**config.mk**
```make
export PLATFORM = sky130hd
export DESIGN_NAME = sha256_single_block_hash_top
export DESIGN_NICKNAME = d
export VERILOG_FILES = /design/src/rtl/sha_pkg.sv /design/src/rtl/sha_sched_mem.sv /design/src/rtl/sha_core.sv /design/src/rtl/sha256_single_block_hash_top.sv
export VERILOG_INCLUDE_DIRS = /design/src /design/src/rtl
export SDC_FILE = /design/constraint.sdc
export NUM_CORES = 2
export LEC_CHECK = 0
export BUFFER_PORTS_ARGS = -buffer_cell sky130_fd_sc_hd__buf_2
export CORE_MARGIN = 4
export CORE_UTILIZATION = 64
export DETAILED_ROUTE_END_ITERATION = 12
export MAX_ROUTING_LAYER = met4
export PLACE_DENSITY = 0.91
export SYNTH_ARGS = -nofsm -noshare
export SYNTH_HDL_FRONTEND = slang
export SYNTH_SLANG_ARGS = --single-unit
export TNS_END_PERCENT = 20
```
**constraint.sdc**
```tcl
create_clock -name clk -period 11.6 [get_ports clk]
set_input_delay 1.16 -clock clk [delete_from_list [all_inputs] [get_ports clk]]
set_output_delay 1.16 -clock clk [all_outputs]
set_load 0.02 [all_outputs]
```
**src/rtl/sha256_single_block_hash_top_macros.svh**
```systemverilog
// Assertion helpers shared by the block's modules.
`ifndef SHA256_SINGLE_BLOCK_HASH_TOP_MACROS_SVH
`define SHA256_SINGLE_BLOCK_HASH_TOP_MACROS_SVH
// Implication checked on every clock edge outside reset.
`define SHA_ASSERT_IMP(label, ante, cons, msg) \
	label: assert property (@(posedge clk) disable iff (!arst_n) (ante) |-> (cons)) \
		else $error(msg);
// Implication checked in the cycle after the antecedent.
`define SHA_ASSERT_NEXT(label, ante, cons, msg) \
	label: assert property (@(posedge clk) disable iff (!arst_n) (ante) |=> (cons)) \
		else $error(msg);
`endif

```
**src/rtl/sha_pkg.sv**
```systemverilog
`timescale 1ns / 1ps
package sha_pkg;
	typedef struct packed {
		logic [7:0] data_byte;
		logic       byte_valid;
		logic       end_of_message;
	} sha_in_t;

	typedef struct packed {
		logic [31:0] digest_word;
		logic [2:0]  word_index;
		logic        last_word;
		logic        too_long;
	} sha_out_t;

	localparam int unsigned MsgLimit = 56;

	localparam logic [7:0] PadByte = 8'b1000_0000;

	localparam logic [31:0] InitHash [8] = '{
		32'h6a09e667, 32'hbb67ae85, 32'h3c6ef372, 32'ha54ff53a,
		32'h510e527f, 32'h9b05688c, 32'h1f83d9ab, 32'h5be0cd19};

	localparam logic [31:0] RoundK [64] = '{
		32'h428a2f98, 32'h71374491, 32'hb5c0fbcf, 32'he9b5dba5,
		32'h3956c25b, 32'h59f111f1, 32'h923f82a4, 32'hab1c5ed5,
		32'hd807aa98, 32'h12835b01, 32'h243185be, 32'h550c7dc3,
		32'h72be5d74, 32'h80deb1fe, 32'h9bdc06a7, 32'hc19bf174,
		32'he49b69c1, 32'hefbe4786, 32'h0fc19dc6, 32'h240ca1cc,
		32'h2de92c6f, 32'h4a7484aa, 32'h5cb0a9dc, 32'h76f988da,
		32'h983e5152, 32'ha831c66d, 32'hb00327c8, 32'hbf597fc7,
		32'hc6e00bf3, 32'hd5a79147, 32'h06ca6351, 32'h14292967,
		32'h27b70a85, 32'h2e1b2138, 32'h4d2c6dfc, 32'h53380d13,
		32'h650a7354, 32'h766a0abb, 32'h81c2c92e, 32'h92722c85,
		32'ha2bfe8a1, 32'ha81a664b, 32'hc24b8b70, 32'hc76c51a3,
		32'hd192e819, 32'hd6990624, 32'hf40e3585, 32'h106aa070,
		32'h19a4c116, 32'h1e376c08, 32'h2748774c, 32'h34b0bcb5,
		32'h391c0cb3, 32'h4ed8aa4a, 32'h5b9cca4f, 32'h682e6ff3,
		32'h748f82ee, 32'h78a5636f, 32'h84c87814, 32'h8cc70208,
		32'h90befffa, 32'ha4506ceb, 32'hbef9a3f7, 32'hc67178f2};

	// Control from the sequencer to the schedule memory.
	typedef struct packed {
		logic        wr_en;
		logic [3:0]  wr_addr;
		logic [31:0] wr_data;
		logic [3:0]  rd_addr;
	} sha_sched_req_t;

	function automatic logic [31:0] rotr(input logic [31:0] x, input int unsigned n);
		rotr = (x >> n) | (x << (32 - n));
	endfunction
endpackage

```
**src/rtl/sha_sched_mem.sv**
```systemverilog
`timescale 1ns / 1ps
`include "sha256_single_block_hash_top_macros.svh"
module sha_sched_mem import sha_pkg::*; (
	input  logic           clk,
	input  logic           arst_n,
	input  sha_sched_req_t req,
	output logic [31:0]    rd_data
);
	// Sixteen-word schedule window, one write and one registered read a cycle.
	logic [31:0] mem_q [16];
	logic [3:0]  last_wr_q;

	always_ff @(posedge clk) begin
		if (req.wr_en) begin
			mem_q[req.wr_addr] <= req.wr_data;
		end
		rd_data <= mem_q[req.rd_addr];
	end

	always_ff @(posedge clk or negedge arst_n) begin
		if (!arst_n) begin
			last_wr_q <= '0;
		end else if (req.wr_en) begin
			last_wr_q <= req.wr_addr;
		end
	end

	`SHA_ASSERT_NEXT(a_wr_addr_held, req.wr_en, last_wr_q == $past(req.wr_addr), "write address lost")
	`SHA_ASSERT_IMP(a_wr_known, req.wr_en, !$isunknown(req.wr_addr), "unknown write address")
	`SHA_ASSERT_IMP(a_rd_known, arst_n, !$isunknown(req.rd_addr), "unknown read address")
endmodule

```
**src/rtl/sha_core.sv**
```systemverilog
`timescale 1ns / 1ps
`include "sha256_single_block_hash_top_macros.svh"
module sha_core import sha_pkg::*; (
	input  logic     clk,
	input  logic     arst_n,
	input  logic     in_valid,
	output logic     in_stall,
	input  sha_in_t  in_data,
	output logic     out_valid,
	input  logic     out_stall,
	output sha_out_t out_data
);
	typedef enum logic [2:0] {
		ST_LOAD, ST_PACK, ST_RND_RD, ST_RND, ST_EMIT, ST_ERR
	} state_t;

	state_t         state_q;
	logic [7:0]     msg_q [MsgLimit];
	logic [7:0]     msg_rd_q;
	logic [5:0]     count_q;
	logic           ovf_q;
	logic [6:0]     step_q;
	logic [1:0]     sub_q;
	logic [31:0]    word_q;
	logic [31:0]    w15_q;
	logic [31:0]    w2_q;
	logic [31:0]    w7_q;
	logic [31:0]    va_q, vb_q, vc_q, vd_q, ve_q, vf_q, vg_q, vh_q;
	logic [3:0]     emit_q;
	sha_sched_req_t sreq;
	logic [31:0]    sdata;
	logic [5:0]     msg_rd_addr;

	sha_sched_mem u_sched (.clk(clk), .arst_n(arst_n), .req(sreq), .rd_data(sdata));

	assign in_stall = (state_q != ST_LOAD);

	// Message byte memory, read one byte a cycle while packing words.
	logic [5:0] pack_byte;
	assign pack_byte = {step_q[3:0], sub_q};
	assign msg_rd_addr = (pack_byte < 6'(MsgLimit)) ? pack_byte : 6'd0;

	always_ff @(posedge clk) begin
		if (state_q == ST_LOAD && in_valid && in_data.byte_valid && !ovf_q) begin
			msg_q[count_q] <= in_data.data_byte;
		end
		msg_rd_q <= msg_q[msg_rd_addr];
	end

	// Padded block byte for the byte read last cycle (address pb).
	function automatic logic [7:0] blk_byte(input logic [5:0] pb, input logic [7:0] mb,
		input logic [5:0] cnt);
		logic [8:0] bits;
		bits = {cnt, 3'b000};
		if (pb < cnt) blk_byte = mb;
		else if (pb == cnt) blk_byte = PadByte;
		else if (pb == 6'd62) blk_byte = {7'd0, bits[8]};
		else if (pb == 6'd63) blk_byte = bits[7:0];
		else blk_byte = 8'd0;
	endfunction

	logic [5:0]  prev_byte;
	logic [31:0] packed_w;
	logic [31:0] ws0, ws1, wnew, t1, t2, cur_w;
	logic [6:0]  r;

	always_comb begin
		prev_byte = pack_byte - 6'd1;
		packed_w = {word_q[23:0], blk_byte(prev_byte, msg_rd_q, count_q)};
		r = step_q;
		ws0 = rotr(w15_q, 7) ^ rotr(w15_q, 18) ^ (w15_q >> 3);
		ws1 = rotr(w2_q, 17) ^ rotr(w2_q, 19) ^ (w2_q >> 10);
		wnew = sdata + ws0 + w7_q + ws1;
		cur_w = (r < 7'd16) ? sdata : wnew;
		t1 = vh_q + (rotr(ve_q, 6) ^ rotr(ve_q, 11) ^ rotr(ve_q, 25))
			+ ((ve_q & vf_q) ^ (~ve_q & vg_q)) + RoundK[r[5:0]] + cur_w;
		t2 = (rotr(va_q, 2) ^ rotr(va_q, 13) ^ rotr(va_q, 22))
			+ ((va_q & vb_q) ^ (va_q & vc_q) ^ (vb_q & vc_q));
		sreq = '0;
		case (state_q)
			ST_PACK: begin
				sreq.wr_en   = (sub_q == 2'd0) && (step_q != 7'd0);
				sreq.wr_addr = step_q[3:0] - 4'd1;
				sreq.wr_data = packed_w;
			end
			ST_RND_RD: begin
				// Operand fetch: w[r-15], w[r-2], w[r-7], then w[r-16] (w[r] in rounds 0 to 15).
				case (sub_q)
					2'd0: sreq.rd_addr = r[3:0] + 4'd1;
					2'd1: sreq.rd_addr = r[3:0] + 4'd14;
					2'd2: sreq.rd_addr = r[3:0] + 4'd9;
					default: sreq.rd_addr = r[3:0];
				endcase
			end
			ST_RND: begin
				sreq.wr_en   = (r >= 7'd16);
				sreq.wr_addr = r[3:0];
				sreq.wr_data = wnew;
			end
			default: ;
		endcase
	end

	logic [31:0] dig;
	always_comb begin
		case (emit_q[2:0])
			3'd0: dig = va_q; 3'd1: dig = vb_q; 3'd2: dig = vc_q; 3'd3: dig = vd_q;
			3'd4: dig = ve_q; 3'd5: dig = vf_q; 3'd6: dig = vg_q; default: dig = vh_q;
		endcase
	end

	always_ff @(posedge clk or negedge arst_n) begin
		if (!arst_n) begin
			state_q <= ST_LOAD; count_q <= '0; ovf_q <= 1'b0; step_q <= '0;
			sub_q <= '0; emit_q <= '0; out_valid <= 1'b0; out_data <= '0;
		end else begin
			case (state_q)
				ST_LOAD: if (in_valid) begin
					logic [5:0] nc;
					nc = count_q;
					if (in_data.byte_valid && !ovf_q) begin
						nc = count_q + 6'd1;
						count_q <= nc;
						if (nc == 6'(MsgLimit)) ovf_q <= 1'b1;
					end
					if (in_data.end_of_message) begin
						if (ovf_q || nc == 6'(MsgLimit)) begin
							state_q <= ST_ERR;
							out_valid <= 1'b1;
							out_data <= '{digest_word: '0, word_index: '0,
								last_word: 1'b1, too_long: 1'b1};
						end else begin
							state_q <= ST_PACK;
							step_q <= '0; sub_q <= '0;
						end
					end
				end
				ST_ERR: if (!out_stall) begin
					out_valid <= 1'b0; state_q <= ST_LOAD; count_q <= '0; ovf_q <= 1'b0;
				end
				ST_PACK: begin
					if (step_q != 7'd0 || sub_q != 2'd0) word_q <= packed_w;
					sub_q <= sub_q + 2'd1;
					if (sub_q == 2'd3) step_q <= step_q + 7'd1;
					if (step_q == 7'd16) begin
						step_q <= '0; sub_q <= '0; state_q <= ST_RND_RD;
						va_q <= InitHash[0]; vb_q <= InitHash[1];
						vc_q <= InitHash[2]; vd_q <= InitHash[3];
						ve_q <= InitHash[4]; vf_q <= InitHash[5];
						vg_q <= InitHash[6]; vh_q <= InitHash[7];
					end
				end
				ST_RND_RD: begin
					// Data for address issued last cycle arrives now.
					case (sub_q)
						2'd1: w15_q <= sdata;
						2'd2: w2_q <= sdata;
						2'd3: w7_q <= sdata;
						default: ;
					endcase
					sub_q <= sub_q + 2'd1;
					if (sub_q == 2'd3) state_q <= ST_RND;
				end
				ST_RND: begin
					vh_q <= vg_q; vg_q <= vf_q; vf_q <= ve_q; ve_q <= vd_q + t1;
					vd_q <= vc_q; vc_q <= vb_q; vb_q <= va_q; va_q <= t1 + t2;
					sub_q <= '0;
					if (r == 7'd63) begin
						state_q <= ST_EMIT; emit_q <= '0; step_q <= '0;
					end else begin
						step_q <= r + 7'd1; state_q <= ST_RND_RD;
					end
				end
				ST_EMIT: begin
					if (!out_valid || !out_stall) begin
						if (emit_q == 4'd8) begin
							out_valid <= 1'b0; state_q <= ST_LOAD;
							count_q <= '0; ovf_q <= 1'b0;
						end else begin
							out_valid <= 1'b1;
							out_data <= '{digest_word: dig + InitHash[emit_q[2:0]],
								word_index: emit_q[2:0], last_word: emit_q == 4'd7,
								too_long: 1'b0};
							emit_q <= emit_q + 4'd1;
						end
					end
				end
				default: state_q <= ST_LOAD;
			endcase
		end
	end

	`SHA_ASSERT_IMP(a_stall_busy, state_q != ST_LOAD, in_stall, "input taken while busy")
	`SHA_ASSERT_IMP(a_count_lim, 1'b1, count_q <= 6'(MsgLimit), "byte count past limit")
	`SHA_ASSERT_IMP(a_err_last, out_valid && out_data.too_long, out_data.last_word, "error not last")
	`SHA_ASSERT_IMP(a_rounds, state_q == ST_RND, step_q < 7'd64, "round index out of range")
endmodule

```
**src/rtl/sha256_single_block_hash_top.sv**
```systemverilog
`timescale 1ns / 1ps
// Single-block SHA-256 hasher.
// Input channel (in_valid/in_stall/in_data): one request per message byte;
// byte_valid 0 makes an empty request, end_of_message closes the message.
// Bytes are taken one per cycle; in_stall stays low while gathering bytes.
// After the end mark in_stall rises while the block is packed into the
// sixteen-word schedule memory and 64 rounds run, each on the schedule
// memory's one read port as four reads and a compute/write-back.
// Output channel (out_valid/out_stall/out_data): eight digest words, H0
// first, last_word set on word 7, one per cycle when not stalled.
// A message of 56 bytes or more yields one result with too_long set, offered
// the cycle after the end mark is taken.
// Input is taken again the cycle after the last result is taken.
// While out_stall is high the current word holds and the block waits.
// Asynchronous reset (arst_n low) returns the block to byte gathering with
// an empty message; the memories keep no reset value.
module sha256_single_block_hash_top import sha_pkg::*; (
	input  logic     clk,
	input  logic     arst_n,
	input  logic     in_valid,
	output logic     in_stall,
	input  sha_in_t  in_data,
	output logic     out_valid,
	input  logic     out_stall,
	output sha_out_t out_data
);
	sha_core u_core (
		.clk(clk), .arst_n(arst_n),
		.in_valid(in_valid), .in_stall(in_stall), .in_data(in_data),
		.out_valid(out_valid), .out_stall(out_stall), .out_data(out_data)
	);
endmodule

```
==> summary.txt <==
Power and ir drop
  • Worst vdd ir: 0.1493 mV
  • Power per cell area: 132.3 nW/um2
  • Static leakage: 29.15 nW

Logic synthesis
  • Yosys reg bits: 1437
  • EDFF count, synth: 1336
  • Post-Syn Area: 74530 um2
  • Syn_nets: 6437
  • Most used DFF post-synth: edfxtp_1
  • Yosys warnings: 0
  • Post-synthesis cell count: 6033
  • Sequential share of the synthesized area: 56.95%
  • Unique masters post-synth: 90
  • Syn_area_per_cell: 12.35 um2
  • Async S/R FF share, synth: 4.245%

STA
  • Setup_tns: 0 ps
  • Fmax achieved: 91.50 MHz
  • # setup viols final: 0
  • Worst slew margin: -1.270%
  • Final Hold Violating Endpoints: 0
  • Min Tclk post-route: 10930 ps
  • Worst-case clock skew: 47.57 ps
  • Fin crit share: 94.21%
  • RSZ-0062 raised after global routing: no
  • Slew at the pin closest to its max-slew limit: 1513 ps
  • Count of final max-slew check failures: 14
  • Final Worst Setup Slack: 671.6 ps

GRT
  • Gr ovfl total: 0
  • Global-route wire length before repair: 321.2 mm
  • Number of global-route vias before repair: 51480
  • Initial antenna violation count: 5
  • Largest net degree at the start of global routing: 213
  • Total GRT Usage: 36.22%

Placed design
  • Port bufs: 52
  • GP Congestion: 0.9992
  • HPWL after detailed placement: 136.9 mm
  • Pre-CTS WS: 783.6 ps

Worst setup path
  • Reg2reg end: u_core.va_q[31]
  • Crit. End Element: flip-flop
  • FF-to-FF Start: u_core.w15_q[4]
  • WP data required: 12240 ps
  • Setup CP Type: reg -> reg
  • FF-to-FF setup slack: 670 ps
  • Max FO, Critical Path: 6
  • Worst Reg2Reg Path Length in Cells: 39
  • Buf+Inv Stages, Crit Path: 3
  • Crit start category: flip-flop
  • Critical path's largest stage delay: 860 ps
  • Levels on crit path: 39
  • Largest delay contributor family on the critical path: compound AO/OA/AOI/OAI gates
  • Slowest cell on the critical path: a2111oi_1
  • Crit path arrival time: 11570 ps

Run
  • MaxCap Viol Count: 1

Finish
  • Share of cells above drive strength 1: 8.274%
  • Finished Core Util: 70.28%
  • Filler Cells Inserted: 7307
  • Largest regs: u_core.u_sched.mem_q: 512 flops, u_core.msg_q: 448 flops, u_core.out_data: 37 flops
  • Number of flip-flops in the largest register: 512
  • Most frequent cells in the layout: 1336 x edfxtp_1, 554 x nand2_1, 326 x a21oi_1
  • Largest register by flop count: u_core.u_sched.mem_q
  • Nets: 6313
  • Most common cell after layout, fill and taps aside: edfxtp_1
  • Area Overhead vs Synth: 8.414%

Drt
  • Total routed wirelength: 215.8 mm
  • DR WL/cell: 28.59 um
  • Drt via density: 6.992
  • Final ANT Viol Nets: 0
  • Starting DRT DRC Count: 8144
  • # DRC: 0
  • TritonRoute pass-1 iters: 7
  • Via Count: 52780

Clock network
  • TritonCTS Buffers: 147
  • Clk sinks: 1437
  • Clock Tree Buf Depth: 3
  • Hold_buf cts: 0
  • Insertion delay to the later sink of the worst-skew pair: 790 ps
  • Post-CTS sizing: 0
  • # Post-CTS Setup Buffers: 0
  • Number of H-tree levels: 4
  • CTS root buf: clkbuf_16
  • CTS tree: yes
  • Clk slew on worst S/H paths: 60 ps

Floorplanning
  • Chip width: 349.3 um
  • Ports: 53
  • FP Rows: 124
  • Initial Util: 64.83%
  • Die Area: 122000 um2
  • Die Span Y: 349.3 um
  • CORE AREA: 115000 um2

Run status
  • Failing checks: capacitance limit, slew limit
  • Status: complete, but fails checks

Hold path
  • Worst min path class: in -> async
cells in the mapped netlist (all sizes together), types with 11 or more instances:
cell,n,area (um2)
a22o,23,201.4
mux2i,98,993.4
xnor2,260,2277
o21bai,18,135.1
nand3,51,255.2
and2,145,907.1
or3,19,118.9
a21o,104,780.8
dfrtp,61,1526
a21oi,329,1662
clkbuf,350,1345
a311oi,83,727.0
nor2b,22,137.6
nand2,558,2095
o211ai,15,117.6
mux4,75,1689
o21ai,273,1366
buf,54,237.7
xor2,135,1190
o21a,30,225.2
nand2b,142,888.4
nor3,43,220.2
fa,188,3764
nor2,301,1130
dfxtp,40,800.8
a31oi,100,625.6
a221oi,26,227.7
o221ai,49,429.2
a222oi,51,510.5
ha,202,2527
a211oi,213,1599
edfxtp,1336,40120
inv,284,1066
nand4,11,68.82
and3,112,703.2
a2111oi,13,127.6
o22ai,74,469.2
o31ai,22,165.2
worst register-to-register path: cells and delay by family (launching register included):
kind / cells / cell delay (ps)
AOI/OAI and AO/OA: 19 / 4790
xor gates and xnor gates: 5 / 1220
adders and majority gates: 8 / 3510
buffers and inverters: 3 / 210
DFF: 1 / 460
muxes: 1 / 180
and+or+nand+nor: 3 / 430
final cells by class:
cell class / instances / area [um2] / area share (%)
sequential: 1437 / 42460 / 52.55
clock buffer: 186 / 3895 / 4.821
inverter: 285 / 1070 / 1.324
timing repair buffer: 131 / 903.4 / 1.118
multi-input combinational: 3907 / 29640 / 36.68
tap: 1512 / 1892 / 2.341
antenna: 5 / 12.51 / 0.01549
clock inverter: 85 / 933.4 / 1.155
per-stage QoR:
stage | total power, W | instances | instance area, um2 | hold WS (ps)
global placement | 0.005988 | 7272 | 75960 | 444.3
finish | 0.01069 | 7548 | 80800 | 355.7
detailed placement | 0.005997 | 7272 | 75960 | 437.8
floorplan | 0.005895 | 6033 | 74530 | 425.7
CTS | 0.01070 | 7543 | 80790 | 308.4
global route | 0.01096 | 7546 | 80800 | 350.1
cell families after synthesis:
logic type                 synth area share (%)
AOI/OAI and AO/OA                         13.50
xor gates and xnor gates                  4.682
adders and majority gates                 8.575
buffers and inverters                     3.559
DFF                                       56.95
muxes                                     3.750
and+or+nand+nor                           8.983
where the power goes:
part | internal (W) | switching, W | leakage [nW]
combinational | 0.0000957 | 0.000186 | 13.5
sequential | 0.00561 | 0.00000446 | 13.4
clock | 0.00270 | 0.00209 | 2.33
metal layers:
metal,vias to the layer above,routed length [um],track usage (%)
li1,22140,-,-
met1,25660,75560,46.11
met2,4125,99360,55.08
met3,852,27560,8.356
met4,0,13280,18.48
met5,-,0,-
worst max path at each step:
| stage | to | from | slack [ps] |
|---|---|---|---|
| after floorplan | u_core.va_q[31] | u_core.w15_q[20] | 2240 |
| after global placement | u_core.va_q[31] | u_core.w15_q[20] | 930 |
| after detailed placement | u_core.va_q[31] | u_core.w15_q[20] | 780 |
| after CTS | u_core.va_q[31] | u_core.w15_q[20] | 720 |
| after global routing | u_core.va_q[31] | u_core.w15_q[20] | 60 |
| final | u_core.va_q[31] | u_core.w15_q[4] | 670 |
Power figures use the tool's default switching activity.
